File: config.mk
export PLATFORM = sky130hd
export DESIGN_NAME = cobs_frame_encoder_core
export DESIGN_NICKNAME = d
export VERILOG_FILES = /design/src/design/cfe_pkg.sv /design/src/design/cfe_in_reg.sv /design/src/design/cfe_encode.sv /design/src/design/cfe_out_reg.sv /design/src/design/cobs_frame_encoder_core.sv
export SDC_FILE = /design/constraint.sdc
export NUM_CORES = 1
export LEC_CHECK = 0
export BUFFER_PORTS_ARGS = -buffer_cell sky130_fd_sc_hd__buf_2
export CORE_UTILIZATION = 50
export DETAILED_ROUTE_END_ITERATION = 10
export GPL_TIMING_DRIVEN = 0
export PLACE_DENSITY = 0.71
export SYNTH_ARGS = -nofsm -noshare
export SYNTH_HDL_FRONTEND = slang
export SYNTH_SLANG_ARGS = --single-unit
File: constraint.sdc
create_clock -name clk -period 4.5 [get_ports clk]
set_input_delay 0.9 -clock clk [delete_from_list [all_inputs] [get_ports clk]]
set_output_delay 0.9 -clock clk [all_outputs]
set_load 0.02 [all_outputs]
File: src/design/cfe_pkg.sv
// Shared types and constants for the COBS frame encoder.
// No dependencies; used by every module of the encoder.
`timescale 1ns / 1ps

package cfe_pkg;

  localparam int MAX_FRAME_BYTES = 4096;
  localparam int LEN_BOUND_INT   = MAX_FRAME_BYTES + (MAX_FRAME_BYTES + 253) / 254 + 1;
  localparam int IDX_W           = 13;

  localparam logic [IDX_W-1:0] LEN_BOUND = IDX_W'(LEN_BOUND_INT);
  localparam logic [IDX_W-1:0] ADDR_MAX  = IDX_W'(LEN_BOUND_INT - 1);

  localparam logic [7:0] CODE_START = 8'h01;
  localparam logic [7:0] CODE_FULL  = 8'hFF;

  // result step within one input beat
  localparam logic [1:0] PH_FIRST = 2'd0;
  localparam logic [1:0] PH_FULL  = 2'd1;
  localparam logic [1:0] PH_FINAL = 2'd2;

  typedef struct packed {
    logic [7:0] data_byte;
    logic       final_byte;
  } cfe_in_t;

  typedef struct packed {
    logic [IDX_W-1:0] write_addr;
    logic [7:0]       write_byte;
    logic             run_end;
    logic             frame_end;
    logic [IDX_W-1:0] frame_length;
    logic             overflow;
  } cfe_out_t;

  typedef struct packed {
    logic fire;
    logic item_done;
  } cfe_ctl_t;

endpackage

File: src/design/cfe_in_reg.sv
// Input holding register for the COBS frame encoder.
// Depends on cfe_pkg; released by the step logic in cfe_encode.
`timescale 1ns / 1ps

module cfe_in_reg (
  input  logic             clk,
  input  logic             rst_n,
  input  logic             in_valid,
  output logic             in_stall,
  input  cfe_pkg::cfe_in_t in_data,
  input  cfe_pkg::cfe_ctl_t ctl,
  output logic             item_valid,
  output cfe_pkg::cfe_in_t item
);

  logic             hold_valid_r;
  logic             hold_valid_nxt;
  cfe_pkg::cfe_in_t hold_r;
  logic             accept;

  assign in_stall   = hold_valid_r && !(ctl.fire && ctl.item_done);
  assign accept     = in_valid && !in_stall;
  assign item_valid = hold_valid_r;
  assign item       = hold_r;

  always_comb begin
    hold_valid_nxt = hold_valid_r;
    if (accept) begin
      hold_valid_nxt = 1'b1;
    end else if (ctl.fire && ctl.item_done) begin
      hold_valid_nxt = 1'b0;
    end
  end

  always_ff @(posedge clk) begin
    if (!rst_n) begin
      hold_valid_r <= 1'b0;
    end else begin
      hold_valid_r <= hold_valid_nxt;
    end
  end

  always_ff @(posedge clk) begin
    if (accept) begin
      hold_r <= in_data;
    end
  end

endmodule

File: src/design/cfe_encode.sv
// Encoder state and per-write step logic: one addressed write per firing.
// Depends on cfe_pkg; fed by cfe_in_reg, drains into cfe_out_reg.
`timescale 1ns / 1ps

module cfe_encode (
  input  logic               clk,
  input  logic               rst_n,
  input  logic               item_valid,
  input  cfe_pkg::cfe_in_t   item,
  input  logic               out_ready,
  output cfe_pkg::cfe_ctl_t  ctl,
  output cfe_pkg::cfe_out_t  result
);

  logic [cfe_pkg::IDX_W-1:0] nwi_r, nwi_nxt;
  logic [cfe_pkg::IDX_W-1:0] csi_r, csi_nxt;
  logic [7:0]                bc_r, bc_nxt;
  logic                      ov_r, ov_nxt;
  logic [1:0]                phase_r, phase_nxt;

  logic                      fire;
  logic                      is_zero;
  logic                      data_wr;
  logic [cfe_pkg::IDX_W-1:0] raw_addr;
  logic                      addr_hit;
  logic                      ov_emit;
  logic [7:0]                bc_inc;
  logic                      adv_ok;
  logic [cfe_pkg::IDX_W-1:0] nwi_adv;
  logic                      ov_adv;
  logic                      done;
  logic [1:0]                step_next;

  assign fire    = item_valid && out_ready;
  assign is_zero = (item.data_byte == 8'h00);
  assign data_wr = (phase_r == cfe_pkg::PH_FIRST) && !is_zero;

  always_comb begin
    raw_addr = data_wr ? nwi_r : csi_r;
    addr_hit = raw_addr > cfe_pkg::ADDR_MAX;
    ov_emit  = ov_r || addr_hit;
    bc_inc   = bc_r + 8'd1;
    adv_ok   = nwi_r < cfe_pkg::LEN_BOUND;
    nwi_adv  = adv_ok ? nwi_r + cfe_pkg::IDX_W'(1) : nwi_r;
    ov_adv   = ov_emit || !adv_ok;
  end

  always_comb begin
    done      = 1'b1;
    step_next = cfe_pkg::PH_FIRST;
    case (phase_r)
      cfe_pkg::PH_FIRST: begin
        if (!is_zero && bc_inc == cfe_pkg::CODE_FULL) begin
          done      = 1'b0;
          step_next = cfe_pkg::PH_FULL;
        end else if (item.final_byte) begin
          done      = 1'b0;
          step_next = cfe_pkg::PH_FINAL;
        end
      end
      cfe_pkg::PH_FULL: begin
        if (item.final_byte) begin
          done      = 1'b0;
          step_next = cfe_pkg::PH_FINAL;
        end
      end
      default: begin
        done = 1'b1;
      end
    endcase
  end

  always_comb begin
    nwi_nxt   = nwi_r;
    csi_nxt   = csi_r;
    bc_nxt    = bc_r;
    ov_nxt    = ov_r;
    phase_nxt = phase_r;
    if (fire) begin
      phase_nxt = done ? cfe_pkg::PH_FIRST : step_next;
      case (phase_r)
        cfe_pkg::PH_FIRST: begin
          nwi_nxt = nwi_adv;
          ov_nxt  = ov_adv;
          if (is_zero) begin
            csi_nxt = nwi_r;
            bc_nxt  = cfe_pkg::CODE_START;
          end else begin
            bc_nxt  = bc_inc;
          end
        end
        cfe_pkg::PH_FULL: begin
          nwi_nxt = nwi_adv;
          ov_nxt  = ov_adv;
          csi_nxt = nwi_r;
          bc_nxt  = cfe_pkg::CODE_START;
        end
        cfe_pkg::PH_FINAL: begin
          nwi_nxt = cfe_pkg::IDX_W'(1);
          csi_nxt = '0;
          bc_nxt  = cfe_pkg::CODE_START;
          ov_nxt  = 1'b0;
        end
        default: begin
          phase_nxt = cfe_pkg::PH_FIRST;
        end
      endcase
    end
  end

  always_ff @(posedge clk) begin
    if (!rst_n) begin
      nwi_r   <= cfe_pkg::IDX_W'(1);
      csi_r   <= '0;
      bc_r    <= cfe_pkg::CODE_START;
      ov_r    <= 1'b0;
      phase_r <= cfe_pkg::PH_FIRST;
    end else begin
      nwi_r   <= nwi_nxt;
      csi_r   <= csi_nxt;
      bc_r    <= bc_nxt;
      ov_r    <= ov_nxt;
      phase_r <= phase_nxt;
    end
  end

  assign ctl.fire      = fire;
  assign ctl.item_done = done;

  always_comb begin
    result.write_addr   = addr_hit ? cfe_pkg::ADDR_MAX : raw_addr;
    result.write_byte   = data_wr ? item.data_byte : bc_r;
    result.run_end      = done;
    result.frame_end    = (phase_r == cfe_pkg::PH_FINAL);
    result.frame_length = (phase_r == cfe_pkg::PH_FINAL) ? nwi_r : '0;
    result.overflow     = ov_emit;
  end

endmodule

File: src/design/cfe_out_reg.sv
// Result register for the COBS frame encoder output channel.
// Depends on cfe_pkg; loaded from cfe_encode.
`timescale 1ns / 1ps

module cfe_out_reg (
  input  logic              clk,
  input  logic              rst_n,
  input  logic              fire,
  input  cfe_pkg::cfe_out_t result,
  output logic              out_ready,
  output logic              out_valid,
  input  logic              out_stall,
  output cfe_pkg::cfe_out_t out_data
);

  logic              valid_r;
  logic              valid_nxt;
  cfe_pkg::cfe_out_t data_r;

  assign out_ready = !valid_r || !out_stall;
  assign out_valid = valid_r;
  assign out_data  = data_r;

  always_comb begin
    valid_nxt = valid_r;
    if (out_ready) begin
      valid_nxt = fire;
    end
  end

  always_ff @(posedge clk) begin
    if (!rst_n) begin
      valid_r <= 1'b0;
    end else begin
      valid_r <= valid_nxt;
    end
  end

  always_ff @(posedge clk) begin
    if (out_ready && fire) begin
      data_r <= result;
    end
  end

endmodule

File: src/design/cobs_frame_encoder_core.sv
// COBS frame encoder top level: one raw byte per input beat, addressed writes out.
// Depends on cfe_pkg, cfe_in_reg, cfe_encode and cfe_out_reg.
`timescale 1ns / 1ps

// Each input beat yields one to three output beats, one per cycle unless the
// output stalls: a nonzero byte gives its data write, a zero byte a code write
// at the code slot, a block reaching code 0xFF adds a code write, and a byte
// flagged final adds the frame's closing code write carrying frame_length. An
// input beat thus occupies the encoder until the single result register has
// taken all its writes; plain data bytes stream at one beat per cycle unless stalled.
// Addresses saturate at the encoded-length bound with a sticky overflow flag
// that clears at frame end. Beats wait in cfe_in_reg, writes in cfe_out_reg.

module cobs_frame_encoder_core (
  input  logic              clk,
  input  logic              rst_n,
  input  logic              in_valid,
  output logic              in_stall,
  input  cfe_pkg::cfe_in_t  in_data,
  output logic              out_valid,
  input  logic              out_stall,
  output cfe_pkg::cfe_out_t out_data
);

  cfe_pkg::cfe_ctl_t ctl;
  logic              item_valid;
  cfe_pkg::cfe_in_t  item;
  logic              out_ready;
  cfe_pkg::cfe_out_t result;

  cfe_in_reg u_in_reg (
    .clk        (clk),
    .rst_n      (rst_n),
    .in_valid   (in_valid),
    .in_stall   (in_stall),
    .in_data    (in_data),
    .ctl        (ctl),
    .item_valid (item_valid),
    .item       (item)
  );

  cfe_encode u_encode (
    .clk        (clk),
    .rst_n      (rst_n),
    .item_valid (item_valid),
    .item       (item),
    .out_ready  (out_ready),
    .ctl        (ctl),
    .result     (result)
  );

  cfe_out_reg u_out_reg (
    .clk       (clk),
    .rst_n     (rst_n),
    .fire      (ctl.fire),
    .result    (result),
    .out_ready (out_ready),
    .out_valid (out_valid),
    .out_stall (out_stall),
    .out_data  (out_data)
  );

endmodule

==> results.rst, run 1 <==
.. list-table::
   :header-rows: 1

   * - Metric
     - Value
   * - Critical Path End Type
     - output port
   * - Post-DRT Antenna Nets
     - 0
   * - Global-route wire length before repair
     - 13.3 mm
   * - Remaining Overflow, GRT
     - 0
   * - Unique cell type count in the Yosys netlist
     - 49
   * - Hold Violations, Final
     - 0
   * - Count of unresolved DRC violations after routing
     - 0
   * - Kind of start point of the critical path
     - register
   * - Number of optimization iterations in the first detailed-route pass
     - 5
   * - Detailed Route Iter0 Violations
     - 225
   * - Clk slew on worst S/H paths
     - 80 ps
   * - Antenna violations before repair
     - 0
   * - Floorplan die height
     - 90.1 um
   * - Path type of the worst min-delay path
     - reg2reg
   * - Worst-case hold slack
     - 474 ps
   * - Number of cells upsized or downsized after cts
     - 0
   * - CTS tree
     - yes
   * - Clock buffers created by TritonCTS
     - 9
   * - Layout cells sized above 1
     - 0.184
   * - Cell count of the worst reg-to-reg path
     - 5
   * - Most frequent cells in the layout
     - nand2_1 (61), buf_2 (55), edfxtp_1 (46)
   * - Chip Width
     - 90.1 um
   * - FF+latch count, synth
     - 85
   * - Worst reg-to-reg setup slack
     - 2070 ps
   * - Final routed wire length divided by cell count
     - 14.8 um
   * - Sink Count
     - 85
   * - Final weighted congestion in routability-driven placement
     - 0.877
   * - Core area
     - 0.00737 mm2
   * - Commonest non-fill, non-tap cell in the layout
     - nand2_1
   * - Area added between synthesis and finish
     - 15.4%
   * - Post-Syn Nets
     - 404
   * - Power per cell area
     - 357 mW/mm2
   * - Hold bufs inserted after CTS
     - 0
   * - Worst reg2reg endpoint
     - u_in_reg.item[1]
   * - Setup tns final
     - 0 ps
   * - Largest area contributor in the netlist
     - edfxtp_1
   * - Combined area of all synthesized cells
     - 0.00388 mm2
   * - FF+latch area
     - 0.00216 mm2
   * - Share of the synthesized area in the top cell type
     - 0.356
   * - Inserted Diodes
     - 0
   * - Top cells by area in the synthesized netlist
     - edfxtp_1 (36%), dfxtp_1 (20%), nand2_1 (5.9%), nand3_1 (4.5%), o21ai_0 (2.6%)
   * - Die area
     - 0.00811 mm2
   * - Yosys synthesis warning count
     - 0
   * - Placed cell area
     - 0.00425 mm2
   * - Period utilisation layout
     - 0.678
   * - Fmax
     - 328 MHz
   * - Arrival time of data at the critical path endpoint
     - 2150 ps
   * - Clk Latency, worst-skew pair
     - 360 ps
   * - Number of I/O pins
     - 52
   * - Worst setup startpoint
     - u_encode.bc_r[1]
   * - Number of cells produced by synthesis
     - 384
   * - Minimum period implied by the final worst setup slack
     - 3050 ps
   * - Row count
     - 31
   * - Critical path type
     - reg2out
   * - Worst-Margin Slew
     - 801 ps
   * - Largest net degree at the start of global routing
     - 39
   * - Post-DP HPWL
     - 5.61 mm
   * - GRT Overall Usage
     - 0.209
   * - Worst setup path endpoint
     - in_stall
   * - CTS root buffer
     - clkbuf_8
   * - Worst-case clock skew
     - 6.79 ps
   * - Number of nets in the finished design
     - 465
   * - Setup slack after layout
     - 1450 ps
   * - Final Routed Wirelength
     - 8.13 mm
   * - Final-report setup violation count
     - 0
   * - Per-instance average area after synthesis
     - 10.1 um2
   * - Via density per instance
     - 5.62
   * - Startpoint of the most critical register-to-register path
     - u_in_reg.item[7]
   * - Number of global-route vias before repair
     - 2,816
   * - Final standard cell area without fillers
     - 0.00447 mm2
   * - Total number of H-tree levels
     - 3
   * - Power consumption
     - 1.60 mW
   * - MaxCap Viol Count
     - 0
   * - Filler Cells Inserted
     - 675
   * - Share of the yosys chip area belonging to registers
     - 0.557
   * - Max-slew violation count
     - 0
   * - Via Count
     - 3,085
   * - Maximum buffer depth of the clock tree
     - 2
   * - Max Fanout on Critical Path
     - 6
   * - Static leakage
     - 1.70 nW
   * - Worst slew margin
     - 0.466
   * - Status
     - complete, no violations
   * - Post-CTS Setup Inserts
     - 0
   * - Setup repair after global routing missed its margin
     - no
   * - Required time of the critical path
     - 3600 ps
   * - Port Buf Inserts
     - 50
   * - Initial Utilization
     - 0.526
   * - Pre-CTS worst setup slack
     - 1600 ps
   * - Maximum vdd drop
     - 183 uV
   * - Multi-input gate area in the final layout
     - 0.00157 mm2
## cell usage after synthesis, drive strengths merged
cell	instances
nand2	61
edfxtp	46
dfxtp	39
nand3	35
nor2	25
o21ai	21
a21boi	15
and2	15
clkbuf	14
inv	11
a21oi	9
buf	9
nor4	8
ha	7
nand4	6
nor3	6
xnor2	6
nand2b	5
o22ai	5
nor3b	4
o211a	4
o211ai	4
a22oi	3
a32o	3
a21bo	2
a31oi	2
and3	2
and3b	2
nand3b	2
nor2b	2
o31ai	2
a2111oi	1
a21o	1
a221oi	1
a31o	1
and4	1
mux2	1
o221a	1
o32ai	1
or2	1
## worst min path at each step
stage,start,endpoint,slack [ps],cells past startpoint
floorplan,u_encode.csi_r[0],u_encode.csi_r[0],440,2
global placement,u_encode.csi_r[5],u_encode.csi_r[5],460,2
detailed placement,u_encode.csi_r[7],u_encode.csi_r[7],460,2
CTS,u_encode.csi_r[7],u_encode.csi_r[7],470,2
global route,u_encode.csi_r[1],u_encode.csi_r[1],500,2
finish,u_encode.csi_r[0],u_encode.csi_r[0],470,2
## layer usage
metal  up-vias  global-route usage  wire length (um)
met4         0              0.0981               187
met2        92               0.370              4140
met5         -                   0                 0
li1       1499                   -                 -
met1      1479               0.246              3490
met3        15              0.0330               306
## sequential cells by signal, summed over array words and instances, names as in the netlist
name / flops
u_out_reg.out_data: 37
u_encode.csi_r: 13
u_encode.nwi_r: 13
u_in_reg.item: 9
u_encode.bc_r: 8
u_encode.phase_r: 2
u_encode.ov_r: 1
u_in_reg.item_valid: 1
u_out_reg.out_valid: 1
## worst max-delay path, cell delays in order, from the launching register on
cell     delay (ps)
dfxtp_1         450
ha_1            280
xnor2_1          80
nor3_1          290
nand3_1         180
o21ai_0         280
buf_2           220
## through the flow
stage / instances / utilization
final: 549 / 0.607
after global placement: 533 / 0.577
after global routing: 549 / 0.607
after floorplan: 384 / -
after CTS: 549 / 0.607
after detailed placement: 533 / 0.577
## cells by family (layout without fill, tap and decap cells)
| family | Yosys count | count (layout) | synth area share |
|---|---|---|---|
| simple gates | 175 | 175 | 0.227 |
| flops | 85 | 85 | 0.557 |
| compound gates | 76 | 76 | 0.138 |
| buf+inv | 34 | 100 | 0.0384 |
| fa+ha+maj | 7 | 7 | 0.0226 |
| xor+xnor | 6 | 6 | 0.0135 |
| mux | 1 | 1 | 0.00290 |
## cell type report
type,count,share of cell area
sequential,85,0.483
buffer,23,0.0240
inverter,11,0.00923
multi-input combinational,265,0.350
tap,99,0.0277
timing repair buffer,50,0.0559
clock inverter,7,0.0218
clock buffer,9,0.0277
## power breakdown
part | leakage, nW | switching [mW] | total [mW] | internal [mW]
Sequential | 0.767 | 0.0163 | 0.864 | 0.848
Combinational | 0.824 | 0.0929 | 0.135 | 0.0422
Clock | 0.107 | 0.282 | 0.597 | 0.314
Total | 1.70 | 0.392 | 1.60 | 1.20
(Power assumes the default switching activity.)
==> inputs of run 2 (changes only) <==
--- a/config.mk
+++ b/config.mk
@@ -5,6 +5,7 @@
 export SDC_FILE = /design/constraint.sdc
 export NUM_CORES = 1
 export LEC_CHECK = 0
+export ABC_AREA = 1
 export BUFFER_PORTS_ARGS = -buffer_cell sky130_fd_sc_hd__buf_2
 export CORE_UTILIZATION = 50
 export DETAILED_ROUTE_END_ITERATION = 10
==> constraint.sdc (replaced) <==
create_clock -name clk -period 3 [get_ports clk]
set_input_delay 0.6 -clock clk [delete_from_list [all_inputs] [get_ports clk]]
set_output_delay 0.6 -clock clk [all_outputs]
set_load 0.02 [all_outputs]
==> run 2 against run 1 <==
Compared with the run above: clock power up 46%; utilization fell by 1.1 points; non-clock buffer count fell by 6; final area is 2.4% higher; area after synthesis grew 1.6%; sequential share of layout area decreased by 1.1 points; via count increased by 1.9%; critical path depth is 5 higher; synthesized cell count is 19% higher; total power is 53% higher; hold slack got worse by 55 ps.
==> results.rst, run 2 <==
.. list-table::
   :header-rows: 1

   * - Metric
     - Value
   * - Initial Utilization
     - 0.513 (-0.0135)
   * - Final weighted congestion in routability-driven placement
     - 0.898 (+2.5%)
   * - Multi-input gate area in the final layout
     - 0.00143 mm2 (-8.6%)
   * - Yosys synthesis warning count
     - 0 (unchanged)
   * - Largest net degree at the start of global routing
     - 20 (-49%)
   * - Largest incremental delay on the critical path
     - 370 ps (-80 ps)
   * - Number of global-route vias before repair
     - 2,911 (+3.4%)
   * - Final Routed Wirelength
     - 8.11 mm (-0.17%)
   * - Number of cells produced by synthesis
     - 457 (+19%)
   * - Static leakage
     - 1.94 nW (+14%)
   * - Number of optimization iterations in the first detailed-route pass
     - 6 (+1)
   * - Post-DRT Antenna Nets
     - 0 (unchanged)
   * - Clock buffers created by TritonCTS
     - 9 (unchanged)
   * - Worst-case clock skew
     - 13.0 ps (+6.17 ps)
   * - Worst path cell trace
     - ha_4 -> nand2_1 -> nor3b_2 -> xor2_1 -> nand2_1 -> nor3_4 -> nand3_1 -> nand3_1 -> nand2_1 -> inv_1 -> buf_4
   * - Share of the synthesized area in the top cell type
     - 0.350 (-0.00576)
   * - Core area
     - 0.00769 mm2 (+4.3%)
   * - Antenna violations before repair
     - 0 (unchanged)
   * - Detailed Route Iter0 Violations
     - 277 (+23%)
   * - Die area
     - 0.00824 mm2 (+1.6%)
   * - Worst slew margin
     - 0.340 (-0.126)
   * - Family of cells with the greatest summed delay on the critical path
     - simple AND/OR/NAND/NOR gates
   * - Number of I/O pins
     - 52 (unchanged)
   * - Number of nets in the finished design
     - 542 (+17%)
   * - Clk slew on worst S/H paths
     - 80 ps (about the same)
   * - Hold bufs inserted after CTS
     - 0 (unchanged)
   * - Async set-or-reset flop fraction in the synthesized netlist
     - 0 (unchanged)
   * - FF+latch area
     - 0.00216 mm2 (+0.12%)
   * - Commonest non-fill, non-tap cell in the layout
     - nand2_1
   * - Unique cell type count in the Yosys netlist
     - 34 (-31%)
   * - Worst-Margin Slew
     - 985 ps (+184 ps)
   * - Non-filler cells in the finished layout
     - 629 (+15%)
   * - CTS root buffer
     - clkbuf_8
   * - Layout cells sized above 1
     - 0.195 (+0.0110)
   * - Filler Cells Inserted
     - 711 (+5.3%)
   * - Remaining Overflow, GRT
     - 0 (unchanged)
   * - Critical Path End Type
     - output port
   * - Top_reg_cell synth
     - edfxtp_1
   * - Largest register FFs
     - 37 (unchanged)
   * - Period utilisation layout
     - 0.937
   * - Floorplan die height
     - 90.8 um (+0.80%)
   * - Port Buf Inserts
     - 51 (+2.0%)
   * - Top cells by area in the synthesized netlist
     - edfxtp_1 (35%), dfxtp_1 (20%), nand2_1 (10%), inv_1 (7.1%), nor2_1 (3.7%)
   * - MaxCap Viol Count
     - 0 (unchanged)
   * - Worst-case hold slack
     - 420 ps (-54.8 ps)
   * - Final-report setup violation count
     - 0 (unchanged)
   * - Count of unresolved DRC violations after routing
     - 0 (unchanged)
   * - Global-route wire length before repair
     - 13.8 mm (+3.4%)
   * - Final routed wire length divided by cell count
     - 12.9 um (-13%)
   * - Cell with the largest stage delay on the worst path
     - dfxtp_2
   * - GRT Overall Usage
     - 0.213 (+0.00408)
   * - FF+latch count, synth
     - 85 (unchanged)
   * - Critical path type
     - reg2out
   * - Clk Latency, worst-skew pair
     - 350 ps (about the same)
   * - Fmax
     - 356 MHz
   * - Top cell types by occurrence after synthesis
     - nand2_1 (105), inv_1 (75), edfxtp_1 (46), dfxtp_1 (39), nor2_1 (39)
   * - Row count
     - 32 (+3.2%)
   * - Chip Width
     - 90.8 um (+0.80%)
   * - Max Fanout on Critical Path
     - 3 (-3)
   * - Cell with the most instances after synthesis
     - nand2_1
   * - Max-slew violation count
     - 0 (unchanged)
   * - Cell Count Post-Placement
     - 610 (+14%)
   * - Kind of start point of the critical path
     - register
   * - Power per cell area
     - 532 mW/mm2 (+49%)
   * - Largest area contributor in the netlist
     - edfxtp_1
   * - Path type of the worst min-delay path
     - in2reg
   * - Share of the core filled with cells
     - 0.596 (-0.0113)
   * - Via density per instance
     - 5.00 (-11%)
   * - Arrival time of data at the critical path endpoint
     - 2210 ps (+60 ps)
   * - Sink Count
     - 85 (unchanged)
   * - Maximum buffer depth of the clock tree
     - 2 (unchanged)
   * - Minimum period implied by the final worst setup slack
     - 2810 ps
   * - Inserted Diodes
     - 0 (unchanged)
   * - Post-DP HPWL
     - 5.81 mm (+3.7%)
   * - Total number of H-tree levels
     - 3 (unchanged)
   * - Count of flip-flops with a built-in enable after synthesis
     - 46 (unchanged)
   * - Hold Violations, Final
     - 0 (unchanged)
   * - Combined area of all synthesized cells
     - 0.00394 mm2 (+1.6%)
   * - Via Count
     - 3,145 (+1.9%)
   * - Required time of the critical path
     - 2400 ps (-1200 ps)
   * - Most frequent cells in the layout
     - nand2_1 (105), inv_1 (74), buf_2 (55)
   * - Status
     - complete, no violations
   * - Share of the yosys chip area belonging to registers
     - 0.548 (-0.00902)
   * - Area added between synthesis and finish
     - 16.2%
   * - CTS tree
     - yes
   * - Buffers & Inverters on Critical Path
     - 2 (+1)
   * - Post-Syn Nets
     - 477 (+18%)
   * - Crit-path most repeated cell
     - nand2_1
   * - Maximum vdd drop
     - 294 uV (+61%)
   * - Per-instance average area after synthesis
     - 8.63 um2 (-15%)
[run 2: path summary, 6_finish.rpt]
kind / start / slack (ps) / cells after the start / endpoint
max reg2reg: u_encode.bc_r[1] / 580 / 13 / u_in_reg.item[5]
min reg2reg: u_encode.ov_r / 470 / 2 / u_encode.ov_r
max: u_encode.bc_r[0] / 190 / 11 / in_stall
min: in_data[3] / 420 / 1 / u_in_reg.item[3]
[run 2: per-layer routing]
metal | wire, um | share of wire | GRT usage
met1 | 3640 | 0.45 | 0.292
met2 | 3870 | 0.48 | 0.343
met3 | 584 | 0.072 | 0.0497
met4 | 22 | 0.0027 | 0.0476
met5 | 0 | 0 | 0
[run 2: cell families (layout without fill, tap and decap cells)]
group	after synthesis	in the layout	share of synthesized area
compound gates	57	57	0.0819
fa+ha+maj	7	7	0.0222
flops	85	85	0.548
buf+inv	91	161	0.0930
simple gates	208	208	0.235
xor+xnor	9	9	0.0200
[run 2: metrics by stage]
stage	area, um2	TNS [ps]	total power, mW	setup slack, ps
3_3_place_gp	4330	-2240	1.58	-237
2_1_floorplan	3940	0	1.50	263
6_report	4580	0	2.44	188
5_1_grt	4580	-8.20	2.54	-8.20
4_1_cts	4540	0	2.44	97.9
3_5_place_dp	4330	-3910	1.59	-408
[run 2: area by class of cell]
cell class	instances	share of cell area
Multi-Input combinational cell	281	0.313
Buffer	14	0.0169
Timing Repair inverter	1	0.00109
Sequential cell	85	0.473
Tap cell	102	0.0279
Inverter	77	0.0639
Clock inverter	4	0.0158
Clock buffer	12	0.0295
Timing Repair Buffer	53	0.0595
[run 2: power breakdown]
part           switching [mW]  internal (mW)  leakage [nW]
logic                   0.183         0.0792          1.08
clock network           0.400          0.469         0.101
registers              0.0214           1.28         0.756
[run 2: worst reg2reg max path, cell delays in order, from the launching register on]
cell and delay [ps]:
dfxtp_2 360, buf_4 120, nand3_2 90, nor2_2 160, nand2_1 60, o21ai_0 140
nand2_1 90, nand2_1 120, nor3_4 70, nand3_1 90, nand3_1 70, nand2_1 110
inv_1 60, nor2_1 520
[run 2: timing repair]
| action | 4_1_cts | 5_1_grt |
|---|---|---|
| endpoints found under the hold margin | 0 | 0 |
| cloned | 1 | 0 |
| setup buffers | 0 | 2 |
| pin swaps | 0 | 5 |
| resized for setup | 1 | 6 |
| setup endpoints to repair | 10 | 1 |
==> inputs of run 3 (changes only) <==
==> constraint.sdc (replaced) <==
create_clock -name clk -period 3.3 [get_ports clk]
set_input_delay 0.66 -clock clk [delete_from_list [all_inputs] [get_ports clk]]
set_output_delay 0.66 -clock clk [all_outputs]
set_load 0.02 [all_outputs]
==> run 3 against run 2 <==
Compared with the run above: non-clock buffer count fell by 2; combinational power fell by 9.9%; utilization fell by 0.50 points; sequential power fell by 8%; clock skew barely moved; final area fell by 0.85%; cell count fell by 0.32%; global-route usage fell by 0.13 points; count of clock-buffer cells in the layout did not move; via count rose by 1.1%; critical path type unchanged; largest cell class unchanged.
==> results.rst, run 3 (same netlist as run 2, synthesis figures left out) <==
.. list-table::
   :header-rows: 1

   * - Metric
     - Value
   * - Status
     - complete, no violations
   * - Port Buf Inserts
     - 51 (unchanged)
   * - Worst-Margin Slew
     - 1010 ps (+27.8 ps)
   * - Clk Latency, worst-skew pair
     - 360 ps (about the same)
   * - Path type of the worst min-delay path
     - reg2reg
   * - Period utilisation layout
     - 0.893
   * - Area added between synthesis and finish
     - 15.2%
   * - Post-DRT Antenna Nets
     - 0 (unchanged)
   * - GRT Overall Usage
     - 0.211 (-0.00127)
   * - Fmax
     - 339 MHz
   * - Layout cells sized above 1
     - 0.187 (-0.00878)
   * - Clock buffers created by TritonCTS
     - 9 (unchanged)
   * - Row count
     - 32 (unchanged)
   * - Floorplan die height
     - 90.8 um (unchanged)
   * - Global-route wire length before repair
     - 13.7 mm (-0.55%)
   * - Detailed Route Iter0 Violations
     - 263 (-5.1%)
   * - Maximum buffer depth of the clock tree
     - 2 (unchanged)
   * - Count of unresolved DRC violations after routing
     - 0 (unchanged)
   * - Largest register FFs
     - 37 (unchanged)
   * - Most frequent cells in the layout
     - nand2_1 (105), inv_1 (74), buf_2 (56)
   * - Core area
     - 0.00769 mm2 (unchanged)
   * - Worst-case clock skew
     - 12.9 ps (-0.0592 ps)
   * - Worst setup path endpoint
     - in_stall
   * - Initial Utilization
     - 0.513 (unchanged)
   * - Filler Cells Inserted
     - 715 (+0.56%)
   * - Final weighted congestion in routability-driven placement
     - 0.898 (unchanged)
   * - Multi-input gate area in the final layout
     - 0.00141 mm2 (-1.3%)
   * - MaxCap Viol Count
     - 0 (unchanged)
   * - Switching power of the nets
     - 0.549 mW (-9.1%)
   * - CTS root buffer
     - clkbuf_8
   * - CTS tree
     - yes
   * - Cell count of the worst reg-to-reg path
     - 11 (-2)
   * - Reg power frac
     - 0.536 (about the same)
   * - Required time of the critical path
     - 2640 ps (+240 ps)
   * - Inserted Diodes
     - 0 (unchanged)
   * - Worst slew margin
     - 0.321 (-0.0186)
   * - Max-slew violation count
     - 0 (unchanged)
   * - Via density per instance
     - 5.07 (+1.5%)
   * - Sw frac
     - 0.248 (+0.000265)
   * - Fraction of power consumed by combinational cells
     - 0.107 (about the same)
   * - Setup repair after global routing missed its margin
     - no
   * - Commonest non-fill, non-tap cell in the layout
     - nand2_1
   * - Max Fanout on Critical Path
     - 4 (+1)
   * - Kind of start point of the critical path
     - register
   * - Maximum vdd drop
     - 267 uV (-9.4%)
   * - Number of optimization iterations in the first detailed-route pass
     - 7 (+1)
   * - Pre-CTS worst setup slack
     - -168 ps (+240 ps)
   * - Critical Path End Type
     - output port
   * - Via Count
     - 3,181 (+1.1%)
   * - Minimum period implied by the final worst setup slack
     - 2950 ps
   * - Worst reg-to-reg setup slack
     - 960 ps (+380 ps)
   * - Critical path type
     - reg2out
   * - Chip Width
     - 90.8 um (unchanged)
   * - FF+latch area
     - 0.00216 mm2 (-0.12%)
   * - Relative contribution of the clock network to total power
     - 0.357 (about the same)
   * - Hold Violations, Final
     - 0 (unchanged)
   * - Worst setup startpoint
     - u_encode.bc_r[1]
   * - Sink Count
     - 85 (unchanged)
   * - Worst reg2reg endpoint
     - u_in_reg.item[5]
   * - Largest net degree at the start of global routing
     - 39 (+95%)
   * - Number of nets in the finished design
     - 540 (-0.37%)
   * - Die area
     - 0.00824 mm2 (unchanged)
   * - Power consumption
     - 2.21 mW (-9.2%)
   * - Arrival time of data at the critical path endpoint
     - 2290 ps (+80 ps)
   * - Startpoint of the most critical register-to-register path
     - u_encode.bc_r[1]
   * - Static leakage
     - 1.91 nW (-1.5%)
   * - Remaining Overflow, GRT
     - 0 (unchanged)
   * - Clk slew on worst S/H paths
     - 90 ps (about the same)
   * - Power per cell area
     - 487 mW/mm2 (-8.5%)
   * - Final routed wire length divided by cell count
     - 13.1 um (+1.7%)
   * - Post-DP HPWL
     - 5.81 mm (unchanged)
   * - Number of I/O pins
     - 52 (unchanged)
   * - Total number of H-tree levels
     - 3 (unchanged)
   * - Setup slack after layout
     - 352 ps (+163 ps)
   * - Antenna violations before repair
     - 0 (unchanged)
   * - Number of global-route vias before repair
     - 2,900 (-0.38%)
   * - Post-CTS Setup Inserts
     - 0 (unchanged)
   * - Final-report setup violation count
     - 0 (unchanged)
   * - Final Routed Wirelength
     - 8.23 mm (+1.4%)
   * - Placed cell area
     - 0.00433 mm2 (unchanged)
   * - Internal
     - 1.66 mW (-9.3%)
   * - Hold bufs inserted after CTS
     - 0 (unchanged)
   * - Final standard cell area without fillers
     - 0.00454 mm2 (-0.85%)
run 3: cell types whose count changed in the layout (fill, tap and decap cells not counted):
cell | previous run | this run
buf_4 | 4 | 1
ha_4 | 1 | 0
buf_2 | 55 | 56
nor3_4 | 1 | 0
dfxtp_2 | 2 | 0
dfxtp_1 | 37 | 39
ha_1 | 6 | 7
nor3_2 | 3 | 4
run 3: power by group through the flow:
stage | logic, mW | registers [mW] | clock network (mW)
2_1_floorplan | 0.121 | 1.25 | 0
3_5_place_dp | 0.232 | 1.21 | 0
5_1_grt | 0.260 | 1.19 | 0.851
4_1_cts | 0.234 | 1.19 | 0.797
6_report | 0.236 | 1.19 | 0.790
3_3_place_gp | 0.228 | 1.21 | 0
run 3: worst min path at each step:
stage                  startpoint          endpoint  slack (ps)  depth (start not counted)
floorplan           u_encode.ov_r     u_encode.ov_r         450                          2
global placement    u_encode.ov_r     u_encode.ov_r         450                          2
detailed placement  u_encode.ov_r     u_encode.ov_r         460                          2
CTS                 u_encode.ov_r     u_encode.ov_r         470                          2
global route           in_data[5]  u_in_reg.item[5]         460                          1
finish              u_encode.ov_r     u_encode.ov_r         470                          2
run 3: worst max-delay path, cell delays in order, from the launching register on:
cell	delay [ps]
dfxtp_1	400
ha_1	210
nand2_1	90
nor3b_2	190
xor2_1	190
nand2_1	100
nor3_2	220
nand3_1	120
nand3_1	90
nand2_1	90
inv_1	80
buf_2	160
run 3: through the flow:
stage / hold slack, ps / instances / setup TNS (ps) / utilization
2_1_floorplan: 445 / 457 / 0 / -
3_3_place_gp: 453 / 610 / 0 / 0.563
3_5_place_dp: 457 / 610 / -1570 / 0.563
4_1_cts: 470 / 626 / 0 / 0.590
5_1_grt: 460 / 627 / 0 / 0.591
6_report: 470 / 627 / 0 / 0.591
run 3: cell type report:
type                    count  area share
repair buffers             51      0.0562
repair inverters            1     0.00110
flip-flops and latches     85       0.476
clock buffers              12      0.0298
inverters                  77      0.0645
well taps                 102      0.0281
clock inverters             4      0.0160
plain buffers              14      0.0171
multi-input cells         281       0.311
run 3: repair_timing:
item / 4_1_cts / 5_1_grt
setup endpoints to repair: 1 / 1
gates cloned: 0 / 1
resized for setup: 1 / 0
run 3: metal layers:
metal  vias up  wire length [um]  global-route usage
met5         -                 0                   0
met4         0                48              0.0463
met3         6               526              0.0530
met2       114              3910               0.338
met1      1466              3740               0.291
li1       1595                 -                   -
